<file path="config.mk">
export PLATFORM = sky130hd
export DESIGN_NAME = ccbr_mul
export DESIGN_NICKNAME = d
export VERILOG_FILES = /design/src/hw/rtl/ccbr_pkg.sv /design/src/hw/rtl/ccbr_mul.sv
export SDC_FILE = /design/constraint.sdc
export NUM_CORES = 2
export LEC_CHECK = 0
export ABC_CLOCK_PERIOD_IN_PS = 16600
export BUFFER_PORTS_ARGS = -buffer_cell sky130_fd_sc_hd__buf_2
export CAP_MARGIN = 0
export CORE_MARGIN = 3
export CORE_UTILIZATION = 50
export CTS_CLUSTER_DIAMETER = 40
export DETAILED_ROUTE_END_ITERATION = 8
export PLACE_DENSITY = 0.67
export SYNTH_ARGS = -nofsm -noshare
export SYNTH_HDL_FRONTEND = slang
export SYNTH_SLANG_ARGS = --single-unit
</file>
<file path="constraint.sdc">
create_clock -name clk -period 16.6 [get_ports clk]
set_input_delay 2.49 -clock clk [delete_from_list [all_inputs] [get_ports clk]]
set_output_delay 2.49 -clock clk [all_outputs]
set_load 0.02 [all_outputs]
</file>
<file path="src/hw/rtl/ccbr_pkg.sv">
// ----------------------------------------------------------------------------
// ccbr_pkg
// Shared constants, types and helpers for the ChaCha20 bounded random block.
// ----------------------------------------------------------------------------
package ccbr_pkg;

    localparam int DOUBLE_ROUNDS = 10;
    localparam int DR_W          = $clog2(DOUBLE_ROUNDS);
    localparam int NUM_KEYS      = 4;
    localparam int KEY_IDX_W     = 2;
    localparam int CFG_IDX_W     = 4;

    localparam logic [31:0] SIGMA [4] = '{
        32'h6170_7865, 32'h3320_646e, 32'h7962_2d32, 32'h6b20_6574
    };

    typedef logic [NUM_KEYS-1:0][63:0] ccbr_key_t;

    typedef struct packed {
        logic busy;
        logic done;
    } ccbr_stat_t;

    function automatic logic [31:0] rotl32(input logic [31:0] v, input int n);
        return (v << n) | (v >> (32 - n));
    endfunction

endpackage

</file>
<file path="src/hw/rtl/ccbr_mul.sv">
// ----------------------------------------------------------------------------
// ccbr_mul
// 64 x 64 -> 128 multiply on one 32 x 32 multiplier, four partial products
// accumulated over successive cycles. Operands must hold while busy.
// ----------------------------------------------------------------------------
module ccbr_mul import ccbr_pkg::*;
(
    input  logic         clk,
    input  logic         rst_n,
    input  logic         start,
    input  logic [63:0]  a,
    input  logic [63:0]  b,
    output logic [127:0] prod,
    output ccbr_stat_t   stat
);

    typedef enum logic [2:0] {
        M_IDLE = 3'b001,
        M_RUN  = 3'b010,
        M_DONE = 3'b100
    } mul_state_t;

    mul_state_t   state_reg, state_next;
    logic [2:0]   step_reg, step_next;
    logic [63:0]  pp_reg, pp_next;
    logic [1:0]   sh_reg, sh_next;
    logic [127:0] acc_reg, acc_next;
    logic [31:0]  opa, opb;

    always_comb
    begin
        opa     = step_reg[1] ? a[63:32] : a[31:0];
        opb     = step_reg[0] ? b[63:32] : b[31:0];
        pp_next = pp_reg;
        sh_next = sh_reg;
        acc_next   = acc_reg;
        step_next  = step_reg;
        state_next = state_reg;

        case (state_reg)
            M_IDLE:
            begin
                if (start)
                begin
                    acc_next   = '0;
                    step_next  = '0;
                    state_next = M_RUN;
                end
            end
            M_RUN:
            begin
                if (!step_reg[2])
                begin
                    pp_next = 64'(opa) * 64'(opb);
                    sh_next = 2'({1'b0, step_reg[1]} + {1'b0, step_reg[0]});
                end
                if (step_reg != 3'd0)
                begin
                    acc_next = acc_reg + (128'(pp_reg) << {sh_reg, 5'd0});
                end
                step_next = step_reg + 3'd1;
                if (step_reg[2])
                begin
                    state_next = M_DONE;
                end
            end
            M_DONE:
            begin
                state_next = M_IDLE;
            end
            default:
            begin
                state_next = M_IDLE;
            end
        endcase
    end

    always_ff @(posedge clk or negedge rst_n)
    begin
        if (!rst_n)
        begin
            state_reg <= M_IDLE;
            step_reg  <= '0;
        end
        else
        begin
            state_reg <= state_next;
            step_reg  <= step_next;
        end
    end

    always_ff @(posedge clk)
    begin
        pp_reg  <= pp_next;
        sh_reg  <= sh_next;
        acc_reg <= acc_next;
    end

    assign prod      = acc_reg;
    assign stat.busy = (state_reg != M_IDLE);
    assign stat.done = (state_reg == M_DONE);

endmodule

</file>
After elaboration in Yosys (flattened, before gate mapping) --
Index checks and enable logic that the tools add are counted.
Word-level totals: output and inout bits 130, input port bits 131, logic and storage cells 34, register bits 200
Operators by class: $add $sub $neg 3, multiply operators 1, shifts and indexed selects 1, bitwise gates (word level) 1, equality and inequality tests 7, muxes and demuxes 10, reductions and logical operators 6
Operator list (number):
- $mux W128 | 2
- $pmux W128 S2 | 1
- $add A128 B128 Y128 | 1
- $shl A64 B7 Y128 | 1
- $mul A32 B32 Y64 | 1
- $mux W32 | 2
- $pmux W3 S2 | 2
- $mux W3 | 3
- $ne A2 B2 Y1 const B | 3
- $reduce_and A2 Y1 | 3
- $add A3 B1 Y3 const B | 1
- $eq A3 B1 Y1 const B | 1
- $eq A3 B2 Y1 const B | 1
- $eq A3 B3 Y1 const B | 1
- $ne A3 B1 Y1 const B | 1
- $reduce_and A3 Y1 | 1
- $reduce_bool A3 Y1 | 1
- $add A1 B1 Y2 | 1
- $reduce_bool A2 Y1 | 1
- $not A1 Y1 | 1

Logic depth before layout (Yosys ltp) --
word-level depth 4, depth in mapped cells 35, mapped depth without buffers 30

Least setup slack after synthesis --
OpenSTA, ideal clock, no wires.
path kind reg-to-reg, start point register state_reg[2], end point register acc_reg[0], in the netlist prod[0], enable pin, library setup time 1112 ps, path slack 5925 ps, cell stages (with the launch flop) 6, path buffers 2, data arrival time 9563 ps, period minus slack after synthesis 10675 ps, data required time 15488 ps, cells stage by stage dfrtp_1 or3b_2 clkbuf_1 clkbuf_1 nor2_1 a21oi_1
Between the ends: word-level cells in the longest chain between the ends 3, elaborated cells between the ends (all ways) 6, classes of those cells eq/ne: 4; reduce/logical: 2
RTL lines:
- from (decl) | line ccbr_mul.sv:23 | mul_state_t state_reg, state_next;
- from (signal assigned) | line ccbr_mul.sv:87 | state_reg <= state_next;
- $eq A3 B2 Y1 or $eq A3 B1 Y1 (tied branches) | line ccbr_mul.sv:40 | case (state_reg)
- $ne A2 B2 Y1 (no source line) or $reduce_bool A2 Y1 (tied branches)
- $reduce_and A3 Y1 (no source line) *
- to (signal assigned) | line ccbr_mul.sv:96 | acc_reg <= acc_next;
- to (decl) | line ccbr_mul.sv:27 | logic [127:0] acc_reg, acc_next;
Every way passes the cells marked *; elsewhere a longest branch is shown, timed or not. A chain may end at the register's enable or synchronous reset.

Worst setup path after layout --
start point input b[10], end point register pp_reg[63], data pin
Between the ends: word-level cells in the longest chain between the ends 2
RTL lines:
- from (decl) | line ccbr_mul.sv:12 | input logic [63:0] b,
- $mux W32 | line ccbr_mul.sv:33 | opb = step_reg[0] ? b[63:32] : b[31:0];
- $mul A32 B32 Y64 | line ccbr_mul.sv:54 | pp_next = 64'(opa) * 64'(opb);
- to (signal assigned) | line ccbr_mul.sv:94 | pp_reg <= pp_next;
- to (decl) | line ccbr_mul.sv:25 | logic [63:0] pp_reg, pp_next;
Every way passes these cells.

==> summary.txt <==
largest area contributor in the netlist - fa_1
Slew Limit Fails - 0
CP most frequent cell - fa_1
max incr delay on CP - 0.80 ns
Final Hold Vio Count - 0
# resized after CTS - 0
layout cells sized above 1 - 0.0883
Yosys Warn Count - 0
count of input and output buffers - 260
crit end category - flip-flop
vias in the first global route - 44,200
Critical Path Start - b[10]
CTS Hold Bufs - 0
Final period util - 0.649
first-pass GRT wire length - 276,000 um
DRT Pass-1 Iters - 6
DR vias - 42,700
worst clock skew - 0.0191 ns
Synth Area per Inst - 8.70 sq um
Syn-to-layout area delta - 6.47%
worst r2r src - step_reg[1]
Synth top cells by count - inv_1, fa_1, nor2_1, nand2_1, ha_1
fin nets - 7,206
max reg flops - 128
Die Ht - 322 um
Critical Path Start Type - input port
I/O pins - 261
hold path startpoint - step_reg[2]
setup TNS - 0 ns
Max clock buf depth - 2
number of flops mapped to enable cells by yosys - 194
Data arrival, critical path - 11.01 ns
Clock Tree Root - clkbuf_16
fmax - 0.0928 GHz
dpl hpwl - 148,000 um
syn nets - 7,148
Hold Crit Class - flip-flop to flip-flop
clock latency on the worst-skew pair - 0.48 ns
#FFs+latches synth - 200
sequential area share after synthesis - 0.120
clock transition at the registers of the reported paths - 0.08 ns
Setup CP Type - input port to flip-flop
Antenna Nets Post-Route - 0
top-count cell post-synth - inv_1
DR DRC count - 0
xor and xnor fraction of the mapped netlist area - 0.0288
WL final - 186,000 um
Synth cell types - 82
Post-Synthesis Cells - 5,728
maximum fanout along the worst path - 17
area fraction in compound gates after synthesis - 0.104
clock sinks - 200
largest family of logic cells by synthesized area - adder cells
Die ar. - 0.104 sq mm
largest cells by area after synthesis - fa_1, edfxtp_1, ha_1
top-area cell type share of the netlist area - 0.360
Final min period - 10.78 ns
prevailing post-synth register cell - edfxtp_1
outcome - finished, final reports clean
adder-cell share of the synthesized area - 0.459
post-synthesis simple-gate area fraction - 0.161
initial antenna violation count - 3
MaxCap Viol Count - 0
max_slew headroom - 0.141
routed length per instance - 26.3 um
ys async rst share - 0.0300
row cnt - 115
RSZ-0062 raised after global routing - no
starting density of the core - 0.506
multiplexer share of the synthesized area - 0.0348
Critical Path RT - 16.83 ns
clock buffer count from CTS - 17
H-tree levels - 4
Setup-failing EPs final - 0
grt ovf - 0
Worst Max-Slew Pin Slew - 1.26 ns
Vias/cell - 6.03
All-Layer GR Usage - 0.360
CP max-delay cell - mux2i_4
largest net degree at the start of global routing - 77
setup bufs post-CTS - 0
core area - 0.0986 sq mm
mapped cell area - 0.0498 sq mm
CTS tree - yes
Starting DRT DRC Count - 4,067
placed cells - 7,054
RePlAce Congestion - 1.01
non-filler cells in the finished layout - 7,088
DIE WIDTH - 322 um
[cell type report]
type	count	area (sq um)
timing repair buffer	336	1870
fill	9200	45500
antenna	2	5.00
clock inverter	14	178
multi-input combinational	4298	39500
clock buffer	18	429
sequential	200	5980
inverter	933	3500
tap	1287	1610
[final timing paths]
| check | endpoint | slack (ns) | cells after the start |
|---|---|---|---|
| worst max-delay path | pp_reg[63] | 5.82 | 25 |
| worst min-delay path | step_reg[2] | 0.57 | 1 |
| worst max register to register | pp_reg[63] | 6.25 | 27 |
| worst min register to register | step_reg[2] | 0.57 | 1 |
| max in group asynchronous | state_reg[0] | 14.55 | 1 |
| min in group asynchronous | state_reg[1] | 1.83 | 1 |
[metal layers]
metal / track usage / vias to the layer above / wire [um]
met5: 0 / - / 0
met4: 0.215 / 0 / 13800
met3: 0.0779 / 615 / 19600
met2: 0.576 / 2622 / 83700
met1: 0.451 / 21100 / 69300
li1: - / 18400 / -
[logic make-up after synthesis]
logic type	count (synthesis)
DFF	200
xor gates and xnor gates	164
adders and majority gates	1289
muxes	165
buffers and inverters	1230
and+or+nand+nor	1881
AOI/OAI and AO/OA	799
[cells in the final DEF, fill, tap and decap left out, types with 14 or more instances in the layout]
cell type | Yosys | layout
inv_1 | 933 | 933
fa_1 | 897 | 897
nor2_1 | 848 | 847
nand2_1 | 645 | 645
ha_1 | 392 | 392
a21oi_1 | 267 | 266
buf_2 | 7 | 260
edfxtp_1 | 194 | 194
o21ai_0 | 143 | 143
a21o_1 | 104 | 104
xnor2_1 | 104 | 104
nand4_1 | 91 | 91
buf_4 | 0 | 76
xor2_1 | 60 | 60
mux2i_1 | 100 | 57
mux2_2 | 56 | 57
nor3_1 | 57 | 57
o21bai_1 | 54 | 54
nor2b_1 | 54 | 52
and2_1 | 48 | 48
mux2i_2 | 0 | 33
a22o_1 | 33 | 33
nand3_1 | 30 | 30
o21a_1 | 26 | 26
a31oi_1 | 23 | 23
nand2b_1 | 22 | 22
a21boi_0 | 20 | 20
clkbuf_16 | 0 | 17
and3_1 | 16 | 16
a211oi_1 | 15 | 15
or3_1 | 14 | 14
[critical path: cells and delay by family]
kind                     cells  cell delay (ns)
adder cells (fa/ha/maj)      9             4.45
AO/OA/AOI/OAI               10             2.79
multiplexers                 1             0.80
buffers and inverters        3             0.23
AND/OR/NAND/NOR              1             0.18
XOR/XNOR                     1             0.07
[metrics by stage]
step | area [sq um] | utilization | hold WS [ns] | setup slack [ns]
3_5_place_dp | 52500 | 0.532 | 0.556 | 5.52
4_1_cts | 53100 | 0.538 | 0.566 | 6.04
2_1_floorplan | 49800 | - | 0.465 | 5.93
5_1_grt | 53100 | 0.538 | 0.608 | 5.41
3_3_place_gp | 52500 | 0.532 | 0.551 | 5.73
6_report | 53100 | 0.538 | 0.566 | 5.82
Power is left out: the tool's default activity adds up to more than one toggle a clock period on the data nets, which glitch-free logic cannot reach.
