--- config.mk ---
export PLATFORM = sky130hd
export DESIGN_NAME = ccbr_mod
export DESIGN_NICKNAME = d
export VERILOG_FILES = /design/src/hw/rtl/ccbr_pkg.sv /design/src/hw/rtl/ccbr_mod.sv
export SDC_FILE = /design/constraint.sdc
export NUM_CORES = 1
export LEC_CHECK = 0
export ABC_CLOCK_PERIOD_IN_PS = 4800
export BUFFER_PORTS_ARGS = -buffer_cell sky130_fd_sc_hd__buf_2
export CORE_ASPECT_RATIO = 0.9
export CORE_MARGIN = 2
export CORE_UTILIZATION = 32
export CTS_BUF_LIST = sky130_fd_sc_hd__clkbuf_4 sky130_fd_sc_hd__clkbuf_8 sky130_fd_sc_hd__clkbuf_16
export CTS_CLUSTER_DIAMETER = 30
export DETAILED_ROUTE_END_ITERATION = 10
export SETUP_SLACK_MARGIN = 0.4
export SLEW_MARGIN = 20
export SYNTH_ARGS = -nofsm -noshare
export SYNTH_HDL_FRONTEND = slang
export SYNTH_SLANG_ARGS = --single-unit
--- constraint.sdc ---
create_clock -name clk -period 4.8 [get_ports clk]
set_clock_uncertainty 0.1 [all_clocks]
set_input_delay 0.24 -clock clk [delete_from_list [all_inputs] [get_ports clk]]
set_output_delay 0.24 -clock clk [all_outputs]
set_load 0.005 [all_outputs]
--- src/hw/rtl/ccbr_pkg.sv ---
// ----------------------------------------------------------------------------
// ccbr_pkg
// Shared constants, types and helpers for the ChaCha20 bounded random block.
// ----------------------------------------------------------------------------
package ccbr_pkg;

    localparam int DOUBLE_ROUNDS = 10;
    localparam int DR_W          = $clog2(DOUBLE_ROUNDS);
    localparam int NUM_KEYS      = 4;
    localparam int KEY_IDX_W     = 2;
    localparam int CFG_IDX_W     = 4;

    localparam logic [31:0] SIGMA [4] = '{
        32'h6170_7865, 32'h3320_646e, 32'h7962_2d32, 32'h6b20_6574
    };

    typedef logic [NUM_KEYS-1:0][63:0] ccbr_key_t;

    typedef struct packed {
        logic busy;
        logic done;
    } ccbr_stat_t;

    function automatic logic [31:0] rotl32(input logic [31:0] v, input int n);
        return (v << n) | (v >> (32 - n));
    endfunction

endpackage

--- src/hw/rtl/ccbr_mod.sv ---
// ----------------------------------------------------------------------------
// ccbr_mod
// Rejection threshold (2^64 - upper) mod upper, restoring division, one
// quotient bit per cycle. upper must be non-zero and hold while busy.
// ----------------------------------------------------------------------------
module ccbr_mod import ccbr_pkg::*;
(
    input  logic        clk,
    input  logic        rst_n,
    input  logic        start,
    input  logic [63:0] upper,
    output logic [63:0] rem,
    output ccbr_stat_t  stat
);

    typedef enum logic [2:0] {
        D_IDLE = 3'b001,
        D_RUN  = 3'b010,
        D_DONE = 3'b100
    } mod_state_t;

    mod_state_t  state_reg, state_next;
    logic [5:0]  cnt_reg, cnt_next;
    logic [63:0] num_reg, num_next;
    logic [64:0] rem_reg, rem_next;
    logic [64:0] rem_sh;

    always_comb
    begin
        rem_sh     = {rem_reg[63:0], num_reg[63]};
        state_next = state_reg;
        cnt_next   = cnt_reg;
        num_next   = num_reg;
        rem_next   = rem_reg;

        case (state_reg)
            D_IDLE:
            begin
                if (start)
                begin
                    num_next   = 64'd0 - upper;
                    rem_next   = '0;
                    cnt_next   = '0;
                    state_next = D_RUN;
                end
            end
            D_RUN:
            begin
                num_next = {num_reg[62:0], 1'b0};
                if (rem_sh >= {1'b0, upper})
                begin
                    rem_next = rem_sh - {1'b0, upper};
                end
                else
                begin
                    rem_next = rem_sh;
                end
                cnt_next = cnt_reg + 6'd1;
                if (cnt_reg == 6'd63)
                begin
                    state_next = D_DONE;
                end
            end
            D_DONE:
            begin
                state_next = D_IDLE;
            end
            default:
            begin
                state_next = D_IDLE;
            end
        endcase
    end

    always_ff @(posedge clk or negedge rst_n)
    begin
        if (!rst_n)
        begin
            state_reg <= D_IDLE;
            cnt_reg   <= '0;
        end
        else
        begin
            state_reg <= state_next;
            cnt_reg   <= cnt_next;
        end
    end

    always_ff @(posedge clk)
    begin
        num_reg <= num_next;
        rem_reg <= rem_next;
    end

    assign rem       = rem_reg[63:0];
    assign stat.busy = (state_reg != D_IDLE);
    assign stat.done = (state_reg == D_DONE);

endmodule

# [Word level (Yosys, flattened, before mapping)]
# Cells that the tools add are included.
[word_totals] n_memories=0 wordCells=28 in_bits=67 mem_bits_ro=0 ramBits=0 register_bits=137 latch_bits=0
[op_classes] n_lt_le_gt_ge=1 n_mux=10 eq_ne=7 bitwise_logic=0 mul=0 n_reduce_logical=3 addsub=3 n_shift=0 n_div=0
[ops] operator="$pmux W64 S2" n=2
[ops] operator="$mux W64" n=3
[ops] operator="$ge A65 B64 Y1" n=1
[ops] operator="$sub A1 B64 Y64 const A" n=1
[ops] operator="$sub A64 B64 Y64" n=1
[ops] operator="$pmux W6 S2" n=1
[ops] operator="$add A6 B1 Y6 const B" n=1
[ops] operator="$eq A6 B6 Y1 const B" n=1
[ops] operator="$mux W3" n=2
[ops] operator="$mux W6" n=1
[ops] operator="$pmux W3 S2" n=1
[ops] operator="$ne A2 B2 Y1 const B" n=2
[ops] operator="$reduce_and A2 Y1" n=2
[ops] operator="$eq A3 B1 Y1 const B" n=1
[ops] operator="$eq A3 B2 Y1 const B" n=1
[ops] operator="$eq A3 B3 Y1 const B" n=1
[ops] operator="$ne A3 B1 Y1 const B" n=1
[ops] operator="$reduce_bool A2 Y1" n=1

# [Logic depth before layout (Yosys ltp)]
[depth] depth_word=3 depth_mapped=15 depth_no_buf=14

# [Worst setup path after synthesis]
# No wires, ideal clock.
[synth_path] path_type="reg2reg" from="register state_reg[0]" to="register cnt_reg[2]" arrival_time_ns=3.919 slack_ns=0.652 path_stages_with_launch=7 required_time_ns=4.571 setup_ns=0.129 synth_period_minus_slack_ns=4.148 path_buffers=0 cell_sequence="dfstp_2 -> nand3b_1 -> a21o_1 -> inv_1 -> o21ai_0 -> nand2_1 -> o21ai_0"
[synth_between] elab_chain_cells=3
[synth_rtl] item="start, declared" line="ccbr_mod.sv:22" rtl="mod_state_t state_reg, state_next;"
[synth_rtl] item="start signal, assigned" line="ccbr_mod.sv:84" rtl="state_reg <= state_next;"
[synth_rtl] item="$eq A3 B1 Y1 / $eq A3 B2 Y1 (equally long branches)" line="ccbr_mod.sv:36" rtl="case (state_reg)"
[synth_rtl] item="$ne A2 B2 Y1 (no source line) / $reduce_bool A2 Y1 (equally long branches)"
[synth_rtl] item="$reduce_and A2 Y1 (no source line)"
[synth_rtl] item="end signal, assigned" line="ccbr_mod.sv:85" rtl="cnt_reg <= cnt_next;"
[synth_rtl] item="end, declared" line="ccbr_mod.sv:23" rtl="logic [5:0] cnt_reg, cnt_next;"
# Several ways; a longest one is shown, not always the timed one.
# A chain may end at the register's enable or synchronous reset.

# [Final worst setup path]
[layout_path] from="register rem_reg[0]" to="register rem_reg[57] (data pin)"
[layout_between] elab_chain_cells=3
[layout_rtl] item="start, declared" line="ccbr_mod.sv:25" rtl="logic [64:0] rem_reg, rem_next;"
[layout_rtl] item="start signal, assigned" line="ccbr_mod.sv:92" rtl="rem_reg <= rem_next;"
[layout_rtl] item="$sub A64 B64 Y64 / $ge A65 B64 Y1 (equally long branches)" line="ccbr_mod.sv:52, ccbr_mod.sv:50"
[layout_rtl] item="$mux W64 *" line="ccbr_mod.sv:50" rtl="if (rem_sh >= {1'b0, upper})"
[layout_rtl] item="$pmux W64 S2 *" line="ccbr_mod.sv:36"
# Mark *: on every way between the ends. The rest lies on a longest branch, timed or not.

==> reports/metrics.cfg <==
[logic_synthesis]
syn_avg_cell_area_um2=8.39
synth_area_um2=11100
synth-edff-count=128
synth_nets=1458
yosysWarnings=0
synth_flop_cell=edfxtp_1
synth_cell_types=77
syn_inst=1324
ys_seq_elements=137
ys_seq_area_frac=0.366
synth-async-reset-ratio=0.0657

[clock_tree]
post_cts_buffers=0
cts_tree=done
ctsResizeCount=0
cts.htree.levels=4
cts.sinks=137
postCtsHoldBufs=2
cts.path.max_buffers=2
cts_buffers=17
root_buffer=clkbuf_16
path_clk_slew_ps=70
clk_latency_ps=440

[pwr]
power_leakage_nw=5.32
power_density_nw_per_um2=577
pwr-share-clk=0.179
p_sw_mw=3.30
netSwitchingFraction=0.446
ir_drop_mv=0.286
total_power_mw=7.40
pwr-share-seq=0.307
internal-power_mw=4.10
pwr-share-comb=0.514

[finish]
area_growth_syn_to_layout_pct=15.4
final_common_cell=a21oi_1
layout.nets=1563
num_antenna_cells=0
most-common-layout-cells=a21oi_1, nand2_1, nor2_1
layout-drive-gt1-share=0.148

[floorplanning]
num_rows=64
initial_core_util=0.326
core_area_um2=34100
die_w_um=200
die-area_um2=36200
chipHeight_um=181
ioPinCount=133

[timing]
worst_pin_slew_ps=835
slew_headroom=0.444
fmax_ghz=0.254
hold_viol_final=0
final-setup-viol-count=0
fin_tns_setup_ps=0
slew_viol_final=0
rsz0062_at_grt=false
post-route-period-util=0.820
final.min_clock_period_ps=3940

[drt]
num_vias=10100
drtIter0Drc=864
drc_errors=0
routedWlPerCell_um=18.0
viasPerCell=5.32
first_pass_iters=5
route.antenna.remaining_nets=0
wl_um=34300

[grt]
antenna_found_initial=0
track_usage=0.190
grt_pass1_vias=9671
grt_pass1_wl_um=54200
gr-total-overflow=0
grt_max_degree=77

[hold_path]
min_path_type=in -> async

[placed_design]
port_buffers=132
routabilityCongestion=0.922
place_hpwl_um=26100

[flow_run]
cap_violations=0

[setup_path]
start_kind=register
cp_max_fo=55
worstSetupStartpoint=rem_reg[0]$_SDFFCE_PN0P_
r2r_slack_ps=860
reg2reg_to=rem_reg[57]$_SDFFCE_PN0P_
crit_type=reg -> reg
r2r_cells=12
cp-end-kind=register
required_ps=4960
cp.arrival_ps=4100
reg2reg_from=rem_reg[0]$_SDFFCE_PN0P_
cp-endpoint=rem_reg[57]$_SDFFCE_PN0P_

[status]
status=completed

[cell usage after synthesis (6+ instances only)]
| cell | number | area, um2 |
|---|---|---|
| o21bai_1 | 10 | 75.1 |
| o21ai_0 | 63 | 315 |
| dfrtp_1 | 8 | 200 |
| inv_1 | 83 | 312 |
| a21oi_1 | 178 | 891 |
| xnor2_1 | 91 | 797 |
| or2_2 | 7 | 43.8 |
| nand2_1 | 163 | 612 |
| nand4_1 | 29 | 181 |
| a21o_1 | 43 | 323 |
| or3_1 | 9 | 56.3 |
| xor2_1 | 20 | 175 |
| o21a_1 | 8 | 60.1 |
| nand2b_1 | 6 | 37.5 |
| edfxtp_1 | 128 | 3840 |
| a22o_1 | 10 | 87.6 |
| nor2_1 | 142 | 533 |
| nor4_1 | 14 | 87.6 |
| and3_1 | 16 | 100 |
| nand3_1 | 30 | 150 |
| buf_2 | 10 | 50.1 |
| nor2b_1 | 8 | 50.1 |
| o211ai_1 | 6 | 45.0 |
| a211oi_1 | 11 | 82.6 |
| nor3_1 | 32 | 160 |
| clkbuf_1 | 43 | 161 |
| ha_1 | 66 | 826 |
| and2_1 | 7 | 43.8 |
[layout make-up]
class | count | area (um2)
clock buffers | 20 | 500
clock inverters | 12 | 81.3
fillers | 3636 | 21300
multi-input cells | 1046 | 6500
inverters | 83 | 314
well taps | 462 | 578
repair buffers | 144 | 781
flip-flops and latches | 137 | 4070
[layer usage]
| layer | up-vias | wire length [um] | GRT usage |
|---|---|---|---|
| met5 | - | 0 | 0 |
| met2 | 322 | 14300 | 0.276 |
| met3 | 40 | 2090 | 0.0368 |
| met4 | 0 | 701 | 0.0581 |
| li1 | 4969 | - | - |
| met1 | 4797 | 17200 | 0.281 |
[power groups by stage]
stage	clock network, mW	registers [mW]	logic (mW)
after floorplan	0	2.25	2.67
after global placement	0	2.27	3.76
after detailed placement	0	2.28	3.76
after CTS	1.35	2.27	3.78
after global routing	1.40	2.32	4.24
final	1.32	2.27	3.80
[cell families (layout without fill, tap and decap cells)]
family,Yosys count,after routing,share of synthesized area
flip-flops,137,137,0.366
AND/OR/NAND/NOR,499,499,0.219
AO/OA/AOI/OAI,368,368,0.200
adder cells (fa/ha/maj),67,67,0.0761
buffers and inverters,141,259,0.0503
XOR/XNOR,111,111,0.0875
multiplexers,1,1,0.000901
[critical path, stage by stage (launching register included)]
cell and delay, ps:
edfxtp_1 450, ha_1 330, nor2b_1 180, o2111a_1 240, o2111ai_1 110, a21boi_1 240, o211ai_1 170, a21oi_1 320
nor2_1 180, o31ai_4 250, buf_4 530, nand2_1 310, o31ai_1 310
[per-stage QoR]
step | hold slack [ps] | setup WS, ps | cells | instance area, um2 | util
after floorplan | -156 | 652 | 1324 | 11100 | -
after global placement | 0.820 | 1020 | 1870 | 12200 | 0.358
after detailed placement | 3.55 | 879 | 1870 | 12200 | 0.358
after CTS | 70.9 | 860 | 1904 | 12800 | 0.376
after global routing | 94.3 | 498 | 1904 | 12800 | 0.376
final | 90.7 | 863 | 1904 | 12800 | 0.376
[how the worst min path moves through the flow]
stage          startpoint                      to  slack [ps]  cells past startpoint
6_report            rst_n  cnt_reg[5]$_DFFE_PN0P_          90                      2
5_1_grt             rst_n  cnt_reg[4]$_DFFE_PN0P_          90                      2
4_1_cts             rst_n  cnt_reg[5]$_DFFE_PN0P_          70                      2
3_5_place_dp        rst_n  cnt_reg[4]$_DFFE_PN0P_           4                      1
3_3_place_gp        rst_n  cnt_reg[5]$_DFFE_PN0P_         0.8                      1
2_1_floorplan       rst_n  cnt_reg[0]$_DFFE_PN0P_        -160                      0
No activity file was read; power rests on OpenSTA's default activity.
